File: src/rtl/b64e_pkg.sv
// ----------------------------------------------------------------------------
// b64e_pkg
// Shared types, constants and the character table of the base64 encoder.
// ----------------------------------------------------------------------------
`default_nettype none

package b64e_pkg;

  localparam int unsigned QDEPTH = 2;
  localparam int unsigned QAW    = 1;
  localparam int unsigned QCW    = 2;

  localparam logic [6:0] PAD_CHAR = 7'h3D;

  typedef enum logic [1:0] {
    PH_EMPTY = 2'd0,
    PH_ONE   = 2'd1,
    PH_TWO   = 2'd2
  } phase_t;

  typedef struct packed {
    logic [5:0] s0;
    logic [5:0] s1;
    logic [5:0] s2;
    logic [5:0] s3;
    logic [1:0] npad;
    logic       last;
  } grp_t;

  function automatic logic [6:0] b64_char(input logic [5:0] v);
    logic [6:0] w;
    logic [6:0] c;
    w = {1'b0, v};
    if (v < 6'd26) begin
      c = 7'h41 + w;
    end else if (v < 6'd52) begin
      c = 7'h61 + w - 7'd26;
    end else if (v < 6'd62) begin
      c = 7'h30 + w - 7'd52;
    end else if (v == 6'd62) begin
      c = 7'h2B;
    end else begin
      c = 7'h2F;
    end
    return c;
  endfunction

endpackage

`default_nettype wire

File: src/rtl/b64e_front.sv
// ----------------------------------------------------------------------------
// b64e_front
// Gathers bytes into groups of three and hands finished groups, as sextets
// with a pad count, to the queue.
// ----------------------------------------------------------------------------
`default_nettype none

module b64e_front (
  input  wire logic          clk,
  input  wire logic          rst_n,
  input  wire logic          in_valid,
  output logic               in_ready,
  input  wire logic [7:0]    in_data_byte,
  input  wire logic          in_end_of_message,
  output logic               push,
  output b64e_pkg::grp_t     push_grp,
  input  wire logic          q_full
);

  b64e_pkg::phase_t phase_r, phase_nxt;
  logic [15:0]      pend_r, pend_nxt;
  logic             accept;
  logic [7:0]       b;
  logic [7:0]       b0;
  logic [7:0]       b1;

  assign in_ready = !q_full;
  assign accept   = in_valid && in_ready;
  assign b        = in_data_byte;
  assign b0       = pend_r[15:8];
  assign b1       = pend_r[7:0];

  always_comb begin
    phase_nxt = phase_r;
    pend_nxt  = pend_r;
    push      = 1'b0;
    push_grp  = '0;
    case (phase_r)
      b64e_pkg::PH_ONE: begin
        push_grp.s0   = b0[7:2];
        push_grp.s1   = {b0[1:0], b[7:4]};
        push_grp.s2   = {b[3:0], 2'b00};
        push_grp.npad = 2'd1;
        push_grp.last = 1'b1;
        if (accept) begin
          if (in_end_of_message) begin
            push      = 1'b1;
            phase_nxt = b64e_pkg::PH_EMPTY;
            pend_nxt  = '0;
          end else begin
            phase_nxt = b64e_pkg::PH_TWO;
            pend_nxt  = {b0, b};
          end
        end
      end
      b64e_pkg::PH_TWO: begin
        push_grp.s0   = b0[7:2];
        push_grp.s1   = {b0[1:0], b1[7:4]};
        push_grp.s2   = {b1[3:0], b[7:6]};
        push_grp.s3   = b[5:0];
        push_grp.npad = 2'd0;
        push_grp.last = in_end_of_message;
        if (accept) begin
          push      = 1'b1;
          phase_nxt = b64e_pkg::PH_EMPTY;
          pend_nxt  = '0;
        end
      end
      default: begin
        push_grp.s0   = b[7:2];
        push_grp.s1   = {b[1:0], 4'b0000};
        push_grp.npad = 2'd2;
        push_grp.last = 1'b1;
        if (accept) begin
          if (in_end_of_message) begin
            push      = 1'b1;
            phase_nxt = b64e_pkg::PH_EMPTY;
            pend_nxt  = '0;
          end else begin
            phase_nxt = b64e_pkg::PH_ONE;
            pend_nxt  = {b, 8'h00};
          end
        end
      end
    endcase
  end

  always_ff @(posedge clk) begin
    if (!rst_n) begin
      phase_r <= b64e_pkg::PH_EMPTY;
      pend_r  <= '0;
    end else begin
      phase_r <= phase_nxt;
      pend_r  <= pend_nxt;
    end
  end

endmodule

`default_nettype wire

File: src/rtl/b64e_queue.sv
// ----------------------------------------------------------------------------
// b64e_queue
// Short first-in first-out queue of encoded groups between front and back.
// ----------------------------------------------------------------------------
`default_nettype none

module b64e_queue (
  input  wire logic           clk,
  input  wire logic           rst_n,
  input  wire logic           push,
  input  wire b64e_pkg::grp_t push_grp,
  input  wire logic           pop,
  output b64e_pkg::grp_t      head_grp,
  output logic                q_valid,
  output logic                q_full
);

  b64e_pkg::grp_t                  mem_r [b64e_pkg::QDEPTH];
  logic [b64e_pkg::QAW-1:0]        wptr_r, wptr_nxt;
  logic [b64e_pkg::QAW-1:0]        rptr_r, rptr_nxt;
  logic [b64e_pkg::QCW-1:0]        cnt_r, cnt_nxt;
  logic                            do_push;
  logic                            do_pop;

  assign q_full   = (cnt_r == b64e_pkg::QCW'(b64e_pkg::QDEPTH));
  assign q_valid  = (cnt_r != '0);
  assign head_grp = mem_r[rptr_r];
  assign do_push  = push && !q_full;
  assign do_pop   = pop && q_valid;

  always_comb begin
    wptr_nxt = do_push ? wptr_r + 1'b1 : wptr_r;
    rptr_nxt = do_pop ? rptr_r + 1'b1 : rptr_r;
    cnt_nxt  = cnt_r;
    if (do_push && !do_pop) begin
      cnt_nxt = cnt_r + 1'b1;
    end else if (do_pop && !do_push) begin
      cnt_nxt = cnt_r - 1'b1;
    end
  end

  always_ff @(posedge clk) begin
    if (!rst_n) begin
      wptr_r <= '0;
      rptr_r <= '0;
      cnt_r  <= '0;
    end else begin
      wptr_r <= wptr_nxt;
      rptr_r <= rptr_nxt;
      cnt_r  <= cnt_nxt;
    end
  end

  always_ff @(posedge clk) begin
    if (do_push) begin
      mem_r[wptr_r] <= push_grp;
    end
  end

  a_cnt_bound: assert property (@(posedge clk) disable iff (!rst_n)
    cnt_r <= b64e_pkg::QCW'(b64e_pkg::QDEPTH))
    else $error("queue count exceeds depth");

  a_no_push_full: assert property (@(posedge clk) disable iff (!rst_n)
    q_full |-> !push)
    else $error("group pushed into a full queue");

  a_no_pop_empty: assert property (@(posedge clk) disable iff (!rst_n)
    pop |-> q_valid)
    else $error("group popped from an empty queue");

  a_ptr_track: assert property (@(posedge clk) disable iff (!rst_n)
    (cnt_r == '0) |-> (wptr_r == rptr_r))
    else $error("queue pointers disagree with an empty count");

endmodule

`default_nettype wire

File: src/rtl/b64e_back.sv
// ----------------------------------------------------------------------------
// b64e_back
// Takes groups from the queue and sends their four characters out one per
// cycle while the output is not stalled, through a registered output stage.
// ----------------------------------------------------------------------------
`default_nettype none

module b64e_back (
  input  wire logic           clk,
  input  wire logic           rst_n,
  input  wire b64e_pkg::grp_t head_grp,
  input  wire logic           q_valid,
  output logic                pop,
  output logic                out_valid,
  input  wire logic           out_ready,
  output logic [6:0]          out_char,
  output logic                out_last
);

  b64e_pkg::grp_t grp_r, grp_nxt;
  logic           busy_r, busy_nxt;
  logic [1:0]     idx_r, idx_nxt;
  logic           ov_r, ov_nxt;
  logic [6:0]     oc_r, oc_nxt;
  logic           ol_r, ol_nxt;
  logic           load;
  logic           emit;
  logic           done;
  logic [5:0]     sext;
  logic [2:0]     padsum;

  assign load   = !ov_r || out_ready;
  assign emit   = load && busy_r;
  assign done   = emit && (idx_r == 2'd3);
  assign pop    = q_valid && (!busy_r || done);
  assign padsum = {1'b0, idx_r} + {1'b0, grp_r.npad};

  always_comb begin
    case (idx_r)
      2'd0:    sext = grp_r.s0;
      2'd1:    sext = grp_r.s1;
      2'd2:    sext = grp_r.s2;
      default: sext = grp_r.s3;
    endcase
  end

  always_comb begin
    grp_nxt  = grp_r;
    busy_nxt = busy_r;
    idx_nxt  = idx_r;
    ov_nxt   = ov_r;
    oc_nxt   = oc_r;
    ol_nxt   = ol_r;
    if (load) begin
      ov_nxt = busy_r;
    end
    if (emit) begin
      oc_nxt  = (padsum > 3'd3) ? b64e_pkg::PAD_CHAR : b64e_pkg::b64_char(sext);
      ol_nxt  = grp_r.last && (idx_r == 2'd3);
      idx_nxt = idx_r + 1'b1;
      if (done) begin
        busy_nxt = 1'b0;
      end
    end
    if (pop) begin
      grp_nxt  = head_grp;
      busy_nxt = 1'b1;
      idx_nxt  = 2'd0;
    end
  end

  always_ff @(posedge clk) begin
    if (!rst_n) begin
      busy_r <= 1'b0;
      idx_r  <= '0;
      ov_r   <= 1'b0;
    end else begin
      busy_r <= busy_nxt;
      idx_r  <= idx_nxt;
      ov_r   <= ov_nxt;
    end
  end

  always_ff @(posedge clk) begin
    grp_r <= grp_nxt;
    oc_r  <= oc_nxt;
    ol_r  <= ol_nxt;
  end

  assign out_valid = ov_r;
  assign out_char  = oc_r;
  assign out_last  = ol_r;

  a_idx_idle: assert property (@(posedge clk) disable iff (!rst_n)
    !busy_r |-> (idx_r == 2'd0))
    else $error("character index moved while no group is held");

  a_last_end: assert property (@(posedge clk) disable iff (!rst_n)
    (emit && idx_r != 2'd3) |=> !ol_r)
    else $error("last flag raised before the fourth character");

  a_hold_stall: assert property (@(posedge clk) disable iff (!rst_n)
    (ov_r && !out_ready) |=> (ov_r && $stable(oc_r) && $stable(ol_r)))
    else $error("output changed while stalled");

endmodule

`default_nettype wire

File: src/rtl/base64_stream_encoder.sv
// ----------------------------------------------------------------------------
// base64_stream_encoder
// Base64 encoder with '=' padding over a byte stream with end-of-message.
//
//   Channel | Direction | Handshake           | Payload
//   --------+-----------+---------------------+------------------------------
//   in_     | input     | in_valid/in_ready   | in_data_byte, in_end_of_message
//   out_    | output    | out_valid/out_ready | out_char, out_last
//
// One byte is accepted per cycle while the two-entry group queue has room.
// Each finished group leaves as four characters, one per cycle while the
// output is not stalled, so the character output port sets the sustained
// rate. A completed group passes through the queue, the group register
// and the output register before its first character leaves. Synchronous
// reset empties the queue and clears the partial group. A stalled output
// holds its character, and input stalls only once the queue is full.
// ----------------------------------------------------------------------------
`default_nettype none

module base64_stream_encoder (
  input  wire logic        clk,
  input  wire logic        rst_n,
  input  wire logic        in_valid,
  output logic             in_ready,
  input  wire logic [7:0]  in_data_byte,
  input  wire logic        in_end_of_message,
  output logic             out_valid,
  input  wire logic        out_ready,
  output logic [6:0]       out_char,
  output logic             out_last
);

  logic           push;
  logic           pop;
  logic           q_valid;
  logic           q_full;
  b64e_pkg::grp_t push_grp;
  b64e_pkg::grp_t head_grp;

  b64e_front u_front (
    .clk               (clk),
    .rst_n             (rst_n),
    .in_valid          (in_valid),
    .in_ready          (in_ready),
    .in_data_byte      (in_data_byte),
    .in_end_of_message (in_end_of_message),
    .push              (push),
    .push_grp          (push_grp),
    .q_full            (q_full)
  );

  b64e_queue u_queue (
    .clk      (clk),
    .rst_n    (rst_n),
    .push     (push),
    .push_grp (push_grp),
    .pop      (pop),
    .head_grp (head_grp),
    .q_valid  (q_valid),
    .q_full   (q_full)
  );

  b64e_back u_back (
    .clk       (clk),
    .rst_n     (rst_n),
    .head_grp  (head_grp),
    .q_valid   (q_valid),
    .pop       (pop),
    .out_valid (out_valid),
    .out_ready (out_ready),
    .out_char  (out_char),
    .out_last  (out_last)
  );

endmodule

`default_nettype wire

File: config.mk
export PLATFORM = sky130hd
export DESIGN_NAME = base64_stream_encoder
export DESIGN_NICKNAME = d
export VERILOG_FILES = /design/src/rtl/b64e_pkg.sv /design/src/rtl/b64e_front.sv /design/src/rtl/b64e_queue.sv /design/src/rtl/b64e_back.sv /design/src/rtl/base64_stream_encoder.sv
export SDC_FILE = /design/constraint.sdc
export NUM_CORES = 1
export LEC_CHECK = 0
export BUFFER_PORTS_ARGS = -buffer_cell sky130_fd_sc_hd__buf_2
export CAP_MARGIN = 25
export CORE_ASPECT_RATIO = 2
export CORE_MARGIN = 2
export CORE_UTILIZATION = 55
export CTS_CLUSTER_DIAMETER = 200
export DETAILED_ROUTE_END_ITERATION = 10
export PLACE_DENSITY = 0.78
export SYNTH_ARGS = -nofsm -noshare
export SYNTH_HDL_FRONTEND = slang
export SYNTH_SLANG_ARGS = --single-unit
File: constraint.sdc
create_clock -name clk -period 2.4 [get_ports clk]
set_clock_uncertainty 0.05 [all_clocks]
set_input_delay 0.24 -clock clk [delete_from_list [all_inputs] [get_ports clk]]
set_output_delay 0.24 -clock clk [all_outputs]
set_load 0.1 [all_outputs]
==> flow_summary.json, run 1 <==
{
  "drt_pass1_iterations": 5,
  "count_of_port_buffers_added_during_placement": 22,
  "max_cap_violations": 0,
  "worst_hold_startpoint": "in_data_byte[0]",
  "clk_transition_reported_paths_ns": 0.05,
  "cts.htree.levels": 4,
  "globalRoute.busiestLayer": "met2",
  "max_slew.worst_pin.slew_ns": 0.6106,
  "synthXorXnorAreaFrac": 0.008713,
  "post-route-min-period_ns": 2.378,
  "nNetsFinal": 471,
  "ctsLongestPathBuffers": 2,
  "grt_pass1_vias": 3361,
  "gp_congestion": 0.9613,
  "worst_endpoint_required_time_ns": 2.50,
  "cts_made_buffers": 17,
  "cp-start-kind": "flip-flop",
  "path_class": "flip-flop to flip-flop",
  "cts.root.buffer_cell": "sky130_fd_sc_hd__clkbuf_16",
  "cts_num_sinks": 115,
  "grt_antenna_before_repair": 0,
  "via_per_inst": 5.900,
  "critical_path.max_stage_delay_ns": 0.38,
  "final_hold_viol_count": 0,
  "status": "finished clean",
  "synth.ff_latch_count": 115,
  "rsz0062_at_grt": "true",
  "pre_cts_slack_ns": -0.03684,
  "die_width_um": 71.60,
  "fp-row-count": 49,
  "ys.flop_type": "sky130_fd_sc_hd__edfxtp_1",
  "grt_start_max_net_pins": 31,
  "ff2ff_path_depth": 9,
  "synthMuxAreaShare": 0.07618,
  "wl_per_cell_um": 18.44,
  "worstHoldEndpoint": "u_front.pend_r[8]",
  "crit_share_post_route": 0.9906,
  "dp_hpwl_mm": 7.203,
  "globalRouteOverflowTotal": 0,
  "die_h_um": 139.2,
  "holdPathStages": 3,
  "post_layout_nonfiller_instances": 560,
  "worstSetupEndpointType": "flip-flop",
  "worst_r2r_endpoint": "u_back.out_char[2]",
  "cell_by_cell_trace_of_the_critical_path": "clkinvlp_4 -> ha_4 -> a222oi_1 -> mux2_4 -> inv_2 -> nor2_1 -> o21ai_0 -> o311ai_1 -> o211ai_1",
  "synthArstFlopShare": 0,
  "yosys.area_share.adder": 0.02987,
  "syn_avg_cell_area_um2": 12.72,
  "fill_cells": 618,
  "regToRegSetupSlack_ns": 0.02,
  "dp_cells": 525,
  "antenna_violating_nets_post_route": 0,
  "synth_compound_area_frac": 0.1237,
  "finish.utilization": 0.6807,
  "critPathSlowestCell": "sky130_fd_sc_hd__dfxtp_4",
  "syn_to_final_growth_pct": 21.23,
  "synth_edf_count": 89,
  "maximum_clock_rate_mhz": 420.6,
  "layout-drive-gt1-share": 0.2838,
  "synth-seq-area-share": 0.6353,
  "setup_violations": 0,
  "remaining_drc_errors": 0,
  "power.density_cell_area_nw_per_um2": 1385,
  "r2r_start": "u_back.idx_r[0]",
  "crit_buf_inv": 2,
  "synthSimpleGateAreaFrac": 0.09908,
  "postSynthCellCount": 395,
  "grt_use_met3": 0.04724,
  "post_synth_num_cell_types": 46,
  "cts_tree": "built",
  "grt_pass1_wl_mm": 16.26,
  "timing_max_transition_violations_final": 0,
  "cp_max_fo": 9,
  "vias": 3304,
  "clock_latency_ns": 0.41,
  "summed_instance_area_of_the_synthesized_netlist_um2": 5026,
  "syn-num-nets": 420,
  "final.hold.worst_slack_ns": 0.09658,
  "yosys_warnings": 0,
  "start_util": 0.5615,
  "drt-initial-drc-count": 137,
  "grt_usage": 0.2210,
  "routed_wire_length_mm": 10.33,
  "core_area_um2": 8951,
  "final-seq-area_um2": 3202,
  "vdd.ir_drop.worst_mv": 0.9810,
  "worst_slew_margin_rel": 0.5921,
  "arrival_ns": 2.47,
  "hold_class": "input pin to flip-flop",
  "pin_count": 23,
  "dominant_combinational_cell_family_by_area_after_synthesis": "compound AO/OA/AOI/OAI gates",
  "antenna_cells": 0,
  "multi_input_comb_area_um2": 1757,
  "power.leakage_nw": 2.221,
  "met1_usage": 0.1995,
  "grt_util_met2": 0.4001,
  "final_ws_setup_ns": 0.02246,
  "timing.critical_path.max_delay_family": "compound AO/OA/AOI/OAI gates",
  "dieArea_um2": 9965
}
[synthesized netlist by cell type, types with 2 or more instances]
| cell | n | area share |
|---|---|---|
| sky130_fd_sc_hd__nand3_1 | 11 | 0.011 |
| sky130_fd_sc_hd__a211oi_1 | 2 | 0.0030 |
| sky130_fd_sc_hd__mux2_4 | 2 | 0.0060 |
| sky130_fd_sc_hd__inv_1 | 16 | 0.012 |
| sky130_fd_sc_hd__edfxtp_1 | 89 | 0.53 |
| sky130_fd_sc_hd__mux2i_2 | 2 | 0.0055 |
| sky130_fd_sc_hd__nand2_1 | 37 | 0.028 |
| sky130_fd_sc_hd__a22oi_1 | 18 | 0.027 |
| sky130_fd_sc_hd__o21a_1 | 2 | 0.0030 |
| sky130_fd_sc_hd__and3b_1 | 2 | 0.0035 |
| sky130_fd_sc_hd__a31oi_1 | 4 | 0.0050 |
| sky130_fd_sc_hd__a22o_1 | 2 | 0.0035 |
| sky130_fd_sc_hd__a21oi_1 | 14 | 0.014 |
| sky130_fd_sc_hd__nand2b_1 | 3 | 0.0037 |
| sky130_fd_sc_hd__nor2b_1 | 9 | 0.011 |
| sky130_fd_sc_hd__ha_1 | 12 | 0.030 |
| sky130_fd_sc_hd__a21boi_0 | 12 | 0.018 |
| sky130_fd_sc_hd__o21ai_0 | 18 | 0.018 |
| sky130_fd_sc_hd__or2_2 | 2 | 0.0025 |
| sky130_fd_sc_hd__xnor2_1 | 4 | 0.0070 |
| sky130_fd_sc_hd__nor2_2 | 2 | 0.0025 |
| sky130_fd_sc_hd__dfxtp_1 | 26 | 0.10 |
| sky130_fd_sc_hd__a222oi_1 | 4 | 0.0080 |
| sky130_fd_sc_hd__o211ai_1 | 3 | 0.0045 |
| sky130_fd_sc_hd__nor3_1 | 4 | 0.0040 |
| sky130_fd_sc_hd__clkbuf_1 | 15 | 0.011 |
| sky130_fd_sc_hd__o31a_1 | 2 | 0.0035 |
| sky130_fd_sc_hd__nor2_1 | 21 | 0.016 |
| sky130_fd_sc_hd__and2_1 | 13 | 0.016 |
| sky130_fd_sc_hd__mux2_2 | 28 | 0.063 |
[per-layer routing]
| metal | up-vias | wire length, um | part of all wire |
|---|---|---|---|
| met5 | - | 0 | 0 |
| met4 | 0 | 727 | 0.070 |
| met3 | 53 | 301 | 0.029 |
| met2 | 104 | 5853 | 0.57 |
| met1 | 1582 | 3446 | 0.33 |
| li1 | 1565 | - | - |
[metrics by stage]
step	power, mW	setup TNS (ns)	instance area [um^2]
floorplan	4.901	0	5042
global placement	5.656	0	5388
detailed placement	5.697	-0.07342	5388
CTS	8.353	0	6018
global route	8.798	-0.2561	6093
finish	8.441	0	6093
[where the power goes]
| part | internal [mW] | total [mW] | leakage [nW] | switching [mW] |
|---|---|---|---|---|
| clock network | 1.81 | 2.64 | 0.296 | 0.827 |
| logic | 1.04 | 2.97 | 0.886 | 1.93 |
| registers | 2.68 | 2.83 | 1.04 | 0.156 |
| total | 5.53 | 8.44 | 2.22 | 2.91 |
[cells in the final DEF (no fill, tap or decap), drive strengths merged, types with 3 or more instances in the layout]
master	Yosys	layout
a21boi	12	12
a21oi	14	14
a222oi	4	4
a22oi	19	19
a31oi	4	4
and2	13	13
buf	3	50
bufinv	0	5
clkbuf	15	18
clkinv	0	6
clkinvlp	0	3
dfxtp	26	26
edfxtp	89	89
ha	12	12
inv	17	16
mux2	30	30
mux2i	3	3
nand2	37	37
nand2b	3	3
nand3	11	11
nor2	23	23
nor2b	9	9
nor3	4	4
o211ai	3	3
o21ai	19	19
xnor2	4	4
[flip-flops by register name, indices dropped and copies added (netlist names)]
name              flops
u_back.out_last       1
u_queue.cnt_r         2
u_back.out_char       7
u_back.grp_r         27
u_queue.wptr_r        1
u_queue.rptr_r        1
u_queue.mem_r        54
u_back.idx_r          2
u_front.pend_r       16
u_front.phase_r       2
u_back.busy_r         1
u_back.out_valid      1
[worst max-delay path by stage]
stage	depth (start not counted)	endpoint	from	slack [ns]
after floorplan	9	u_back.out_char[1]	u_back.idx_r[0]	0.03
after global placement	9	u_back.out_char[1]	u_back.idx_r[1]	0.06
after detailed placement	8	u_back.out_char[1]	u_back.idx_r[1]	-0.04
after CTS	8	u_back.out_char[1]	u_back.idx_r[0]	0.008
after global routing	9	u_back.out_char[1]	u_back.idx_r[0]	-0.11
final	9	u_back.out_char[2]	u_back.idx_r[0]	0.02
[cells by family after synthesis]
group / Yosys count
AND/OR/NAND/NOR: 105
flip-flops: 115
multiplexers: 33
XOR/XNOR: 5
adder cells (fa/ha/maj): 12
buffers and inverters: 35
AO/OA/AOI/OAI: 90
[repair_timing]
action	CTS	global route
setup endpoints to repair	3	5
buffers inserted	0	4
pin swaps	2	4
hold buffers	0	0
gates resized for setup	4	10
endpoints found under the hold margin	0	0
[cell type report]
class / instances / area share
inverter: 17 / 0.01109
multi-input combinational: 245 / 0.2883
sequential: 115 / 0.5255
tap: 102 / 0.02094
clock buffer: 18 / 0.07043
clock inverter: 13 / 0.03121
timing repair buffer: 50 / 0.05257
[worst reg2reg max path: stages (launching register included)]
cell	delay, ns
sky130_fd_sc_hd__dfxtp_4	0.38
sky130_fd_sc_hd__clkinvlp_4	0.15
sky130_fd_sc_hd__ha_4	0.21
sky130_fd_sc_hd__a222oi_1	0.33
sky130_fd_sc_hd__mux2_4	0.23
sky130_fd_sc_hd__inv_2	0.09
sky130_fd_sc_hd__nor2_1	0.30
sky130_fd_sc_hd__o21ai_0	0.16
sky130_fd_sc_hd__o311ai_1	0.10
sky130_fd_sc_hd__o211ai_1	0.12
No activity file was read; power rests on OpenSTA's default activity.
==> run 2: changes to the inputs <==
Settings changed: REMOVE_ABC_BUFFERS from default to 1.
==> run 2 against run 1 <==
Total power grew 3.3%. Combinational power increased by 3%. Global-route usage rose by 0.37 points. Clock power increased by 7%. Highest routed layer unchanged.
==> flow_summary.json, run 2 (same netlist as run 1, synthesis figures left out) <==
{
  "reg.largest.list": "u_queue.mem_r: 54 flops, u_back.grp_r: 27 flops, u_front.pend_r: 16 flops",
  "max_slew.worst_pin.slew_ns": 0.4952,
  "worst_slew_margin_rel": 0.6691,
  "remaining_drc_errors": 0,
  "antenna_cells": 0,
  "cp-start-kind": "flip-flop",
  "holdBufCountCts": 0,
  "arrival_ns": 2.44,
  "final_common_cell": "sky130_fd_sc_hd__edfxtp_1",
  "clock_latency_ns": 0.41,
  "regToRegSetupSlack_ns": 0.06,
  "holdPathStages": 3,
  "post_layout_nonfiller_instances": 566,
  "hold_class": "input pin to flip-flop",
  "ff2ff_path_depth": 8,
  "r2r_start": "u_back.idx_r[0]",
  "final-seq-area_um2": 3201,
  "swShare": 0.3395,
  "cts.root.buffer_cell": "sky130_fd_sc_hd__clkbuf_16",
  "globalRouteOverflowTotal": 0,
  "maximum_clock_rate_mhz": 426.8,
  "internal_power_mw": 5.760,
  "via_per_inst": 5.945,
  "cts_made_buffers": 17,
  "mostFrequentLayoutCells": "sky130_fd_sc_hd__edfxtp_1 (89), sky130_fd_sc_hd__nand2_1 (37), sky130_fd_sc_hd__buf_4 (33)",
  "dp_hpwl_mm": 7.063,
  "grt_start_max_net_pins": 29,
  "antenna_violating_nets_post_route": 0,
  "layout-drive-gt1-share": 0.2866,
  "worst_r2r_endpoint": "u_back.out_char[1]",
  "ctsLongestPathBuffers": 2,
  "post-route-min-period_ns": 2.343,
  "power.sequential.fraction": 0.325,
  "combinationalPowerShare": 0.351,
  "cp_max_fo": 8,
  "cts_num_sinks": 115,
  "pin_count": 23,
  "dp_cells": 532,
  "vdd.ir_drop.worst_mv": 0.8928,
  "routed_wire_length_mm": 10.78,
  "syn_to_final_growth_pct": 22.85,
  "vias": 3365,
  "timing_max_transition_violations_final": 0,
  "final_hold_viol_count": 0,
  "dieArea_um2": 9965,
  "power.leakage_nw": 2.267,
  "status": "finished clean",
  "cts_tree": "built",
  "grt_usage": 0.2246,
  "die_h_um": 139.2,
  "power.density_cell_area_nw_per_um2": 1412,
  "count_of_port_buffers_added_during_placement": 22,
  "largest_register_ffs": 54,
  "max_cap_violations": 0,
  "fill_cells": 611,
  "fp-row-count": 49,
  "start_util": 0.5615,
  "crit_share_post_route": 0.9764,
  "worst_endpoint_required_time_ns": 2.50,
  "nNetsFinal": 476,
  "gp_congestion": 0.9345,
  "grt_pass1_wl_mm": 16.53,
  "grt_antenna_before_repair": 0,
  "cts.htree.levels": 4,
  "drt_pass1_iterations": 4,
  "worstHoldEndpoint": "u_front.pend_r[8]",
  "largest-register": "u_queue.mem_r",
  "wl_per_cell_um": 19.04,
  "drt-initial-drc-count": 219,
  "grt_pass1_vias": 3448,
  "clk_transition_reported_paths_ns": 0.05,
  "final.hold.worst_slack_ns": 0.08807,
  "multi_input_comb_area_um2": 1753,
  "die_width_um": 71.60,
  "worst_hold_startpoint": "in_data_byte[0]",
  "clkPwrFrac": 0.324,
  "setup_violations": 0,
  "core_area_um2": 8951,
  "power_switching_mw": 2.961,
  "path_class": "flip-flop to flip-flop",
  "worstSetupEndpointType": "flip-flop"
}
run 2: changes by cell type in the layout (fill, tap and decap cells not counted), sizes merged:
cell,change
clkbuf,+6
buf,+5
clkinv,-4
clkinvlp,-2
inv,+1
run 2: area by class of cell:
type	count	share of cell area
flip-flops and latches	115	0.5183
multi-input cells	245	0.2839
clock buffers	24	0.08166
repair buffers	55	0.05795
clock inverters	8	0.02715
well taps	102	0.02067
inverters	17	0.01033
run 2: critical path: stages, from the launching register on:
cell and delay (ns):
sky130_fd_sc_hd__dfxtp_4 0.36, sky130_fd_sc_hd__ha_2 0.24, sky130_fd_sc_hd__buf_4 0.18, sky130_fd_sc_hd__buf_4 0.14, sky130_fd_sc_hd__a22oi_2 0.39, sky130_fd_sc_hd__nor2_1 0.19, sky130_fd_sc_hd__a21oi_1 0.22, sky130_fd_sc_hd__a21oi_1 0.09
sky130_fd_sc_hd__o31a_1 0.23
run 2: how the worst max path moves through the flow:
stage | startpoint | end | cells after the start
6_report | u_back.idx_r[0] | u_back.out_char[1] | 8
2_1_floorplan | u_queue.cnt_r[0] | u_queue.mem_r[0][0] | 4
3_5_place_dp | u_back.idx_r[1] | u_back.out_char[2] | 8
5_1_grt | u_back.idx_r[0] | u_back.out_char[1] | 8
3_3_place_gp | u_back.idx_r[1] | u_back.out_char[2] | 8
4_1_cts | u_back.idx_r[1] | u_back.out_char[1] | 9
run 2: per-stage QoR:
step / setup WS [ns] / setup TNS [ns] / util / cell area [um^2] / power, mW
2_1_floorplan: -0.8900 / -37.76 / - / 4954 / 4.846
3_3_place_gp: 0.005122 / 0 / 0.6062 / 5426 / 5.704
3_5_place_dp: -0.08492 / -0.1487 / 0.6062 / 5426 / 5.754
4_1_cts: 0.004241 / 0 / 0.6827 / 6111 / 8.624
5_1_grt: -0.1294 / -0.1294 / 0.6898 / 6175 / 9.049
6_report: 0.05672 / 0 / 0.6898 / 6175 / 8.720
run 2: layer usage:
layer / part of all wire / global-route usage / wire length, um / vias up
met2: 0.56 / 0.4069 / 6082 / 95
met3: 0.023 / 0.05305 / 247 / 45
li1: - / - / - / 1576
met4: 0.067 / 0.1857 / 724 / 0
met1: 0.35 / 0.1967 / 3721 / 1649
met5: 0 / 0 / 0 / -
run 2: what timing repair did:
action	in CTS	in global routing
gates resized for setup	2	13
cloned	0	0
buffers inserted	1	1
pin swaps	1	2
endpoints found under the setup margin	3	5
run 2: power by group through the flow:
stage          sequential (mW)  combinational (mW)  clock, mW
5_1_grt                   2.86                3.27       2.92
4_1_cts                   2.82                2.95       2.85
3_5_place_dp              2.85                2.91          0
2_1_floorplan             3.33                1.52          0
3_3_place_gp              2.83                2.87          0
6_report                  2.83                3.07       2.82
